`config.mk`:
```
export PLATFORM = sky130hd
export DESIGN_NAME = bbl_csr
export DESIGN_NICKNAME = d
export VERILOG_FILES = /design/src/rtl/bbl_pkg.sv /design/src/rtl/bbl_csr.sv
export SDC_FILE = /design/constraint.sdc
export NUM_CORES = 1
export LEC_CHECK = 0
export BUFFER_PORTS_ARGS = -buffer_cell sky130_fd_sc_hd__buf_2
export CAP_MARGIN = 10
export CORE_MARGIN = 5
export CORE_UTILIZATION = 46
export CTS_CLUSTER_SIZE = 16
export DETAILED_ROUTE_END_ITERATION = 8
export HOLD_SLACK_MARGIN = 0.12
export PLACE_DENSITY = 0.77
export SETUP_SLACK_MARGIN = 0.02
export SLEW_MARGIN = 20
export SYNTH_ARGS = -nofsm -noshare
export SYNTH_HDL_FRONTEND = slang
export SYNTH_SLANG_ARGS = --single-unit
```
`constraint.sdc`:
```
create_clock -name clock -period 1 [get_ports clock]
set_clock_uncertainty 0.05 [all_clocks]
set_input_delay 0.15 -clock clock [delete_from_list [all_inputs] [get_ports clock]]
set_output_delay 0.15 -clock clock [all_outputs]
set_load 0.02 [all_outputs]
```
`src/rtl/bbl_pkg.sv`:
```
// Shared types, constants and arithmetic helpers for the biquad low-pass block.
package bbl_pkg;

   localparam int CHANNELS = 6;
   localparam int CH_IDX_W = (CHANNELS > 1) ? $clog2(CHANNELS) : 1;
   localparam int CHAN_W   = 3;
   localparam int SAMPLE_W = 32;
   localparam int COEF_W   = 32;
   localparam int LIMIT_W  = 31;
   localparam int CSR_IDX_W = 2;
   localparam int PROD_W   = SAMPLE_W + COEF_W;
   localparam int RND_W    = 35;
   localparam int ACC_W    = 36;

   localparam logic signed [COEF_W-1:0]  INVERSE_GAIN_RST   = 32'sd104830570;
   localparam logic signed [COEF_W-1:0]  FEEDBACK_OLDER_RST = -32'sd357913941;
   localparam logic signed [COEF_W-1:0]  FEEDBACK_NEWER_RST = 32'sd1012333500;
   localparam logic        [LIMIT_W-1:0] SETTLE_LIMIT_RST   = 31'd327680;

   localparam logic signed [ACC_W-1:0] SAT_MAX = 36'sh0_7FFF_FFFF;
   localparam logic signed [ACC_W-1:0] SAT_MIN = 36'shF_8000_0000;

   typedef enum logic [CSR_IDX_W-1:0] {
      CSR_INVERSE_GAIN   = 2'd0,
      CSR_FEEDBACK_OLDER = 2'd1,
      CSR_FEEDBACK_NEWER = 2'd2,
      CSR_SETTLE_LIMIT   = 2'd3
   } csr_index_type;

   typedef struct packed {
      logic signed [COEF_W-1:0] inverse_gain;
      logic signed [COEF_W-1:0] feedback_older;
      logic signed [COEF_W-1:0] feedback_newer;
      logic [LIMIT_W-1:0]       settle_limit;
   } cfg_type;

   // per-channel filter history, one memory word
   typedef struct packed {
      logic signed [SAMPLE_W-1:0] y2;
      logic signed [SAMPLE_W-1:0] y1;
      logic signed [SAMPLE_W-1:0] x2;
      logic signed [SAMPLE_W-1:0] x1;
   } hist_type;

   localparam int HIST_W = $bits(hist_type);

   typedef struct packed {
      logic                       saturated;
      logic                       passed_raw;
      logic signed [SAMPLE_W-1:0] filtered;
      logic [CHAN_W-1:0]          channel;
   } rsp_item_type;

   typedef struct packed {
      logic                       clipped;
      logic signed [SAMPLE_W-1:0] value;
   } sat_type;

   function automatic logic chan_in_range(input logic [CHAN_W-1:0] ch);
      return 32'(ch) < CHANNELS;
   endfunction

   function automatic logic [CH_IDX_W-1:0] chan_idx(input logic [CHAN_W-1:0] ch);
      return chan_in_range(ch) ? CH_IDX_W'(ch) : '0;
   endfunction

   // Q2.30 x Q16.16 product back to Q16.16, round half up
   function automatic logic signed [RND_W-1:0] round_q30(input logic signed [PROD_W-1:0] p);
      logic signed [RND_W-1:0] hi;
      logic signed [RND_W-1:0] inc;
      hi  = RND_W'($signed(p[PROD_W-1:30]));
      inc = {{(RND_W-1){1'b0}}, p[29]};
      return hi + inc;
   endfunction

   function automatic sat_type sat32(input logic signed [ACC_W-1:0] v);
      sat_type r;
      r.clipped = 1'b1;
      if (v > SAT_MAX) begin
         r.value = SAT_MAX[SAMPLE_W-1:0];
      end else if (v < SAT_MIN) begin
         r.value = SAT_MIN[SAMPLE_W-1:0];
      end else begin
         r.value   = v[SAMPLE_W-1:0];
         r.clipped = 1'b0;
      end
      return r;
   endfunction

endpackage

```
`src/rtl/bbl_csr.sv`:
```
// Configuration registers: filter coefficients and settle limit.
module bbl_csr import bbl_pkg::*; (
   input  logic                 clock,
   input  logic                 reset,
   input  logic                 wr_en,
   input  logic [CSR_IDX_W-1:0] index,
   input  logic [COEF_W-1:0]    wr_data,
   output cfg_type              cfg
);

   cfg_type cfg_ff;

   always_ff @(posedge clock) begin
      if (reset) begin
         cfg_ff.inverse_gain   <= INVERSE_GAIN_RST;
         cfg_ff.feedback_older <= FEEDBACK_OLDER_RST;
         cfg_ff.feedback_newer <= FEEDBACK_NEWER_RST;
         cfg_ff.settle_limit   <= SETTLE_LIMIT_RST;
      end else if (wr_en) begin
         unique case (csr_index_type'(index))
            CSR_INVERSE_GAIN:   cfg_ff.inverse_gain   <= $signed(wr_data);
            CSR_FEEDBACK_OLDER: cfg_ff.feedback_older <= $signed(wr_data);
            CSR_FEEDBACK_NEWER: cfg_ff.feedback_newer <= $signed(wr_data);
            CSR_SETTLE_LIMIT:   cfg_ff.settle_limit   <= wr_data[LIMIT_W-1:0];
         endcase
      end
   end

   assign cfg = cfg_ff;

endmodule

```
==> reports/qor.csv, run 1 <==
metric,value,unit
die_w,115,µm
synth_top_cell_area_share,0.499,
p_clk_frac,0.452,
violations,negative setup slack,
area_delta_synth_final,65.9,%
netlist_area,5090,µm²
whs,0.130,ns
hold_class,in -> reg,
slowest_delay,0.36,ns
synth_largest_area_cell,dfxtp_1,
grt_max_degree,63,
ir_drop,0.00181,V
crit_buf_inv,1,
maxSlewHeadroom,0.805,
arrival,1.00,ns
ant_nets,0,
ys_seq_area_frac,0.499,
yosys-top-cells-area,"dfxtp_1 (50%), mux2i_1 (25%), nand2b_1 (13%)",
root_buffer,clkbuf_8,
power.total,13.0,mW
coreArea,10800,µm²
crit_family,flip-flops,
switchingPower,3.20,mW
ys_types,14,
cellPowerDensity,1540,nW/µm²
crit_chain,buf_6,
vias_per_cell,5.00,
cp-end-kind,output port,
power_switching_share,0.246,
grt_pass1_wl,24200,µm
path_max_fanout,2,
tightest_slew,0.293,ns
dr.pass1.iters,4,
status,finished with violations,
syn_nets,526,
rsz0062_at_grt,yes,
place_ws,-0.192,ns
vias,4481,
fmax,0.836,GHz
antennaDiodeCount,0,
period_share,1.20,
p_int,9.83,mW
dpl_cell_area,6090,µm²
place_congestion,0.758,
stdcell_count,897,
drt_iter0_markers,186,
htreeDepth,4,
cts_sinks,127,
largest_reg_flops,127,
synth-seq-cells,127,
syn_avg_cell_area,10.4,µm²
p_leak,3.90,nW
globalRoute.totalOverflow,0,
cts_tree,yes,
pwr-share-seq,0.416,
dieArea,13300,µm²
drive_above_1_share,0.524,
numCtsBuffers,17,
drt_wl_total,16500,µm
initial_core_util,0.470,
clk_latency,0.51,ns
synth_warnings,0,
dp_cells,772,
hold_viol_final,0,
drcViolationCount,0,
cp-start-kind,flip-flop,
io_pins,164,
synthesis.instances,489,
antenna_found_initial,0,
cts_max_path_buffers,2,
setup_viol,127,
setup_ws,-0.196,ns
finalCriticalPeriod,1.20,ns
maxCapViolCount,0,
finalNetCount,782,
combPwrFrac,0.132,
dp_hpwl,9030,µm
grt_pass1_vias,4564,
row_count,38,
path_clk_slew,0.06,ns
grt_usage,0.239,
die_height,115,µm
cpMaxStageDelayCell,dfxtp_2,
fin_area,8450,µm²
cp.required,0.80,ns
io_buffer_count,163,
crit_type,reg -> out,
routedWlPerCell,18.3,µm
maxSlewViolCount,0,
[final timing paths]
kind | slack (ns) | startpoint | cells past startpoint | endpoint
worst max-delay path | -0.20 | cfg[118] | 1 | cfg[118]
worst min-delay path | 0.13 | index[1] | 4 | cfg[113]
worst max register to register | 0.11 | cfg[94] | 4 | cfg[94]
worst min register to register | 0.43 | cfg[102] | 2 | cfg[102]
[cells in the final DEF (no fill, tap or decap), drive strengths merged]
cell / synthesis / layout
bufinv: 0 / 2
nand2b: 103 / 103
dfxtp: 127 / 127
dlygate4sd3: 0 / 35
buf: 29 / 236
clkinvlp: 0 / 3
and3: 1 / 1
nor2: 87 / 87
clkbuf: 8 / 21
dlymetal6s4s: 0 / 2
nand3b: 2 / 2
clkinv: 0 / 6
mux2i: 127 / 127
or3b: 1 / 1
and3b: 2 / 2
nor3b: 1 / 1
nand3: 1 / 1
[Yosys cell counts]
library cell	instances
and3_1	1
and3b_1	2
buf_2	14
buf_4	7
buf_6	8
clkbuf_1	8
dfxtp_1	127
mux2i_1	127
nand2b_1	103
nand3_2	1
nand3b_1	2
nor2_1	87
nor3b_1	1
or3b_1	1
[logic make-up after synthesis]
family | after synthesis | share of synthesized area
and+or+nand+nor | 198 | 0.203
muxes | 127 | 0.250
buffers and inverters | 37 | 0.0477
DFF | 127 | 0.499
[power by group through the flow]
stage / Sequential [mW] / Clock [mW] / Combinational, mW
3_5_place_dp: 5.45 / 0 / 1.22
3_3_place_gp: 5.44 / 0 / 1.19
4_1_cts: 5.42 / 5.88 / 1.60
2_1_floorplan: 5.66 / 0 / 0.585
6_report: 5.43 / 5.88 / 1.72
5_1_grt: 5.44 / 6.19 / 1.82
[repair_timing]
item                                    CTS  global route
hold endpoints to repair                127             0
cloned                                    0             1
setup buffers                            22            34
endpoints found under the setup margin  127           170
hold buffers                             38             0
resized for setup                       381             5
[through the flow]
step,setup TNS [ns],utilization
final,-21.32,0.779
after global routing,-26.10,0.779
after CTS,-25.52,0.752
after detailed placement,-10.06,0.562
after global placement,-8.00,0.562
after floorplan,-0.695,-
[cell type report]
type,count,area [µm²]
clock buffer,20,445
clock inverter,11,116
fill,603,2390
multi-input combinational,325,2330
sequential,127,2700
tap,140,175
timing repair buffer,274,2690
[routing by layer]
metal | track usage | part of all wire | vias up
li1 | - | - | 2110
met1 | 0.258 | 0.38 | 2164
met5 | 0 | 0 | -
met2 | 0.429 | 0.53 | 171
met3 | 0.0763 | 0.066 | 36
met4 | 0.0970 | 0.026 | 0
Note: power is estimated with default switching activity, not from simulation.
==> run 2, diff against run 1 <==
==> constraint.sdc (replaced) <==
create_clock -name clock -period 1 [get_ports clock]
set_clock_uncertainty 0.05 [all_clocks]
set_input_delay 0.1 -clock clock [delete_from_list [all_inputs] [get_ports clock]]
set_output_delay 0.1 -clock clock [all_outputs]
set_load 0.02 [all_outputs]
==> reports/qor.csv, run 2 (synthesis results as in run 1) <==
metric,value,unit,change
p_leak,4.16,nW,was 3.90 nW
drive_above_1_share,0.519,,was 0.524
path_clk_slew,0.06,ns,about the same
coreArea,10800,µm²,unchanged
crit_buf_inv,1,,unchanged
arrival,1.00,ns,about the same
dp_hpwl,9310,µm,was 9030 µm
power.total,14.0,mW,was 13.0 mW
finalCriticalPeriod,1.15,ns,was 1.20 ns
rsz0062_at_grt,yes,,unchanged
whs,0.0605,ns,was 0.130 ns
setup_ws,-0.146,ns,was -0.196 ns
ir_drop,0.00113,V,was 0.00181 V
cp-start-kind,flip-flop,,unchanged
largest_reg_flops,127,,unchanged
tightest_slew,0.420,ns,was 0.293 ns
grt_max_degree,41,,was 63
crit_type,reg -> out,,unchanged
crit_family,flip-flops,,unchanged
initial_core_util,0.470,,unchanged
vias_per_cell,5.07,,was 5.00
root_buffer,clkbuf_8,,unchanged
drt_wl_total,19000,µm,was 16500 µm
globalRoute.totalOverflow,0,,unchanged
ant_nets,0,,unchanged
dp_cells,776,,was 772
slowest_delay,0.36,ns,about the same
violations,negative setup slack,,unchanged
vias,4788,,was 4481
layout_commonest_cell,buf_6,,unchanged
cts_tree,yes,,unchanged
layout_common_cells,"buf_6 (128), dfxtp_2 (127), mux2i_1 (126)",,"was buf_6 (128), mux2i_1 (127), dfxtp_2 (127)"
antenna_found_initial,0,,unchanged
die_height,115,µm,unchanged
hold_class,in -> reg,,unchanged
grt_pass1_vias,5032,,was 4564
clk_latency,0.50,ns,was 0.51 ns
antennaDiodeCount,0,,unchanged
cts_max_path_buffers,2,,unchanged
io_buffer_count,163,,unchanged
cp-end-kind,output port,,unchanged
period_share,1.15,,was 1.20
die_w,115,µm,unchanged
routedWlPerCell,20.1,µm,was 18.3 µm
setup_viol,151,,was 127
row_count,38,,unchanged
status,finished with violations,,unchanged
path_max_fanout,2,,unchanged
dr.pass1.iters,4,,unchanged
stdcell_count,944,,was 897
finalNetCount,828,,was 782
numCtsBuffers,17,,unchanged
hold_viol_final,0,,unchanged
maxSlewViolCount,0,,unchanged
dieArea,13300,µm²,unchanged
area_delta_synth_final,76.1,%,was 65.9%
cp.required,0.85,ns,was 0.80 ns
maxCapViolCount,0,,unchanged
htreeDepth,4,,unchanged
cellPowerDensity,1560,nW/µm²,was 1540 nW/µm²
drt_iter0_markers,312,,was 186
fmax,0.873,GHz,was 0.836 GHz
grt_usage,0.254,,was 0.239
drcViolationCount,0,,unchanged
cpMaxStageDelayCell,dfxtp_2,,unchanged
place_congestion,0.755,,was 0.758
cts_sinks,127,,unchanged
grt_pass1_wl,26100,µm,was 24200 µm
io_pins,164,,unchanged
crit_chain,buf_6,,unchanged
maxSlewHeadroom,0.720,,was 0.805
==> run 2: changes by cell type in the layout (fill, tap and decap cells not counted), moves of 3 or more <==
| cell | before | now |
|---|---|---|
| buf_12 | 8 | 11 |
| buf_4 | 64 | 81 |
| bufinv_16 | 2 | 5 |
| clkbuf_1 | 1 | 4 |
| clkinv_2 | 5 | 2 |
| dlygate4sd3_1 | 35 | 60 |
==> run 2: layer usage <==
layer  track usage  wire, µm
met1         0.267      6880
met2         0.476     10400
met3        0.0747      1320
met4        0.0955       397
met5             0         0
==> run 2: layout make-up <==
class	instances	area, µm²
clock buffer	22	443
clock inverter	10	185
fill	526	1870
multi-input combinational	325	2340
sequential	127	2700
tap	140	175
timing repair buffer	320	3120
==> run 2: metrics by stage <==
step	setup slack (ns)	cell area, µm²	TNS (ns)	utilization
after global routing	-0.171	8970	-20.19	0.827
after detailed placement	-0.133	6150	-5.73	0.567
after floorplan	0.0152	5120	0	-
after CTS	-0.148	8500	-17.62	0.784
after global placement	-0.114	6150	-3.65	0.567
final	-0.146	8970	-15.12	0.827
==> run 2: where the power goes <==
group          total [mW]  switching, mW  internal (mW)
clock                6.65           2.28           4.37
sequential           5.43          0.152           5.28
combinational        1.90          0.885           1.02
total                14.0           3.32           10.7
==> run 2: repair_timing <==
action	in CTS	in global routing
hold buffers	52	15
hold endpoints to repair	127	30
resized for setup	381	11
gates cloned	0	1
setup buffers	33	38
endpoints found under the setup margin	127	161
pin swaps	0	1
==> run 2: worst paths after layout <==
| path | startpoint | end | slack [ns] | cells after the start |
|---|---|---|---|---|
| worst max register to register | cfg[20] | cfg[20] | 0.04 | 4 |
| worst min-delay path | reset | cfg[35] | 0.06 | 4 |
| worst min register to register | cfg[5] | cfg[5] | 0.43 | 2 |
| worst max-delay path | cfg[112] | cfg[112] | -0.15 | 1 |
==> run 3, diff against run 2 <==
--- a/config.mk
+++ b/config.mk
@@ -13,6 +13,7 @@
 export DETAILED_ROUTE_END_ITERATION = 8
 export HOLD_SLACK_MARGIN = 0.12
 export PLACE_DENSITY = 0.77
+export RECOVER_POWER = 100
 export SETUP_SLACK_MARGIN = 0.02
 export SLEW_MARGIN = 20
 export SYNTH_ARGS = -nofsm -noshare
==> constraint.sdc (replaced) <==
create_clock -name clock -period 1 [get_ports clock]
set_clock_uncertainty 0.05 [all_clocks]
set_input_delay 0.2 -clock clock [delete_from_list [all_inputs] [get_ports clock]]
set_output_delay 0.2 -clock clock [all_outputs]
set_load 0.02 [all_outputs]
==> reports/qor.csv, run 3 (synthesis results as in run 1) <==
metric,value,unit,change
rsz0062_at_grt,yes,,unchanged
initial_core_util,0.470,,unchanged
crit_buf_inv,1,,unchanged
grt_pass1_vias,4780,,was 5032
stdcell_count,901,,was 944
cp-start-kind,flip-flop,,unchanged
hold_viol_final,0,,unchanged
dp_cells,780,,was 776
grt_max_degree,55,,was 41
p_leak,3.80,nW,was 4.16 nW
fmax,0.799,GHz,was 0.873 GHz
slowest_delay,0.36,ns,about the same
vias_per_cell,5.01,,was 5.07
cp.required,0.75,ns,was 0.85 ns
path_clk_slew,0.06,ns,about the same
r2r_slack,0.10,ns,was 0.04 ns
die_height,115,µm,unchanged
regArea,2700,µm²,about the same
cts_sinks,127,,unchanged
arrival,1.00,ns,about the same
violations,negative setup slack,,unchanged
hold_class,in -> reg,,unchanged
place_ws,-0.241,ns,was -0.133 ns
period_share,1.25,,was 1.15
setup_viol,131,,was 151
status,finished with violations,,unchanged
path_max_fanout,2,,unchanged
vias,4514,,was 4788
numCtsBuffers,17,,unchanged
cpMaxStageDelayCell,dfxtp_2,,unchanged
multi_input_area,2310,µm²,was 2340 µm²
maxCapViolCount,0,,unchanged
ir_drop,0.000971,V,was 0.00113 V
dr.pass1.iters,5,,was 4
cp-end-kind,output port,,unchanged
grt_pass1_wl,24900,µm,was 26100 µm
fillCellCount,655,,was 526
cellPowerDensity,1600,nW/µm²,was 1560 nW/µm²
drt_wl_total,16900,µm,was 19000 µm
io_pins,164,,unchanged
place_congestion,0.768,,was 0.755
root_buffer,clkbuf_8,,unchanged
setup_ws,-0.252,ns,was -0.146 ns
cts_tree,yes,,unchanged
row_count,38,,unchanged
finalCriticalPeriod,1.25,ns,was 1.15 ns
io_buffer_count,163,,unchanged
dp_hpwl,8970,µm,was 9310 µm
dieArea,13300,µm²,unchanged
dpl_cell_area,6150,µm²,about the same
drive_above_1_share,0.491,,was 0.519
crit_family,flip-flops,,unchanged
drcViolationCount,0,,unchanged
fin_area,8350,µm²,was 8970 µm²
die_w,115,µm,unchanged
maxSlewHeadroom,0.656,,was 0.720
layout_common_cells,"mux2i_1 (127), buf_6 (127), dfxtp_2 (122)",,"was buf_6 (128), dfxtp_2 (127), mux2i_1 (126)"
maxSlewViolCount,0,,unchanged
globalRoute.totalOverflow,0,,unchanged
coreArea,10800,µm²,unchanged
ant_nets,0,,unchanged
antenna_found_initial,1,,was 0
cts_max_path_buffers,2,,unchanged
drt_iter0_markers,269,,was 312
finalNetCount,784,,was 828
whs,0.162,ns,was 0.0605 ns
grt_usage,0.244,,was 0.254
largest_reg_flops,127,,unchanged
htreeDepth,4,,unchanged
crit_chain,buf_6,,unchanged
tightest_slew,0.517,ns,was 0.420 ns
area_delta_synth_final,64.0,%,was 76.1%
clk_latency,0.50,ns,about the same
crit_type,reg -> out,,unchanged
routedWlPerCell,18.8,µm,was 20.1 µm
run 3: timing repair:
| item | in CTS | in global routing |
|---|---|---|
| endpoints found under the hold margin | 127 | 1 |
| gates cloned | 0 | 0 |
| hold buffers | 33 | 2 |
| resized for setup | 381 | 2 |
| setup endpoints to repair | 127 | 133 |
| setup buffers | 26 | 28 |
run 3: path summary, 6_finish.rpt:
| check | start | cells after the start | end |
|---|---|---|---|
| worst max-delay path | cfg[115] | 1 | cfg[115] |
| worst min-delay path | reset | 3 | cfg[118] |
| worst max register to register | cfg[2] | 4 | cfg[2] |
| worst min register to register | cfg[106] | 2 | cfg[106] |
run 3: metal layers:
layer / GRT usage / up-vias / wire length (µm)
li1: - / 2115 / -
met1: 0.248 / 2179 / 6070
met3: 0.0674 / 47 / 919
met4: 0.102 / 0 / 548
met2: 0.463 / 173 / 9370
met5: 0 / - / 0
run 3: layout make-up:
| class | count | area share |
|---|---|---|
| multi-input combinational | 325 | 0.277 |
| clock inverter | 9 | 0.0159 |
| antenna | 1 | 0.000300 |
| timing repair buffer | 276 | 0.306 |
| tap | 140 | 0.0210 |
| sequential | 127 | 0.324 |
| clock buffer | 23 | 0.0559 |
run 3: per-stage QoR:
| stage | util | power (mW) | setup TNS (ns) |
|---|---|---|---|
| detailed placement | 0.568 | 6.69 | -19.37 |
| global placement | 0.568 | 6.66 | -15.95 |
| CTS | 0.759 | 13.3 | -29.47 |
| floorplan | - | 6.25 | -3.46 |
| finish | 0.770 | 13.3 | -27.53 |
| global route | 0.770 | 13.8 | -33.13 |
run 3: report_power, final:
group,internal (mW),switching [mW],total [mW]
registers,5.28,0.152,5.43
logic,0.862,0.805,1.67
clock network,4.00,2.24,6.24
total,10.1,3.20,13.3
run 3: tightest hold or removal path: stages:
cell and delay, ns:
clkbuf_4 0.25, nand2b_1 0.14, mux2i_1 0.07
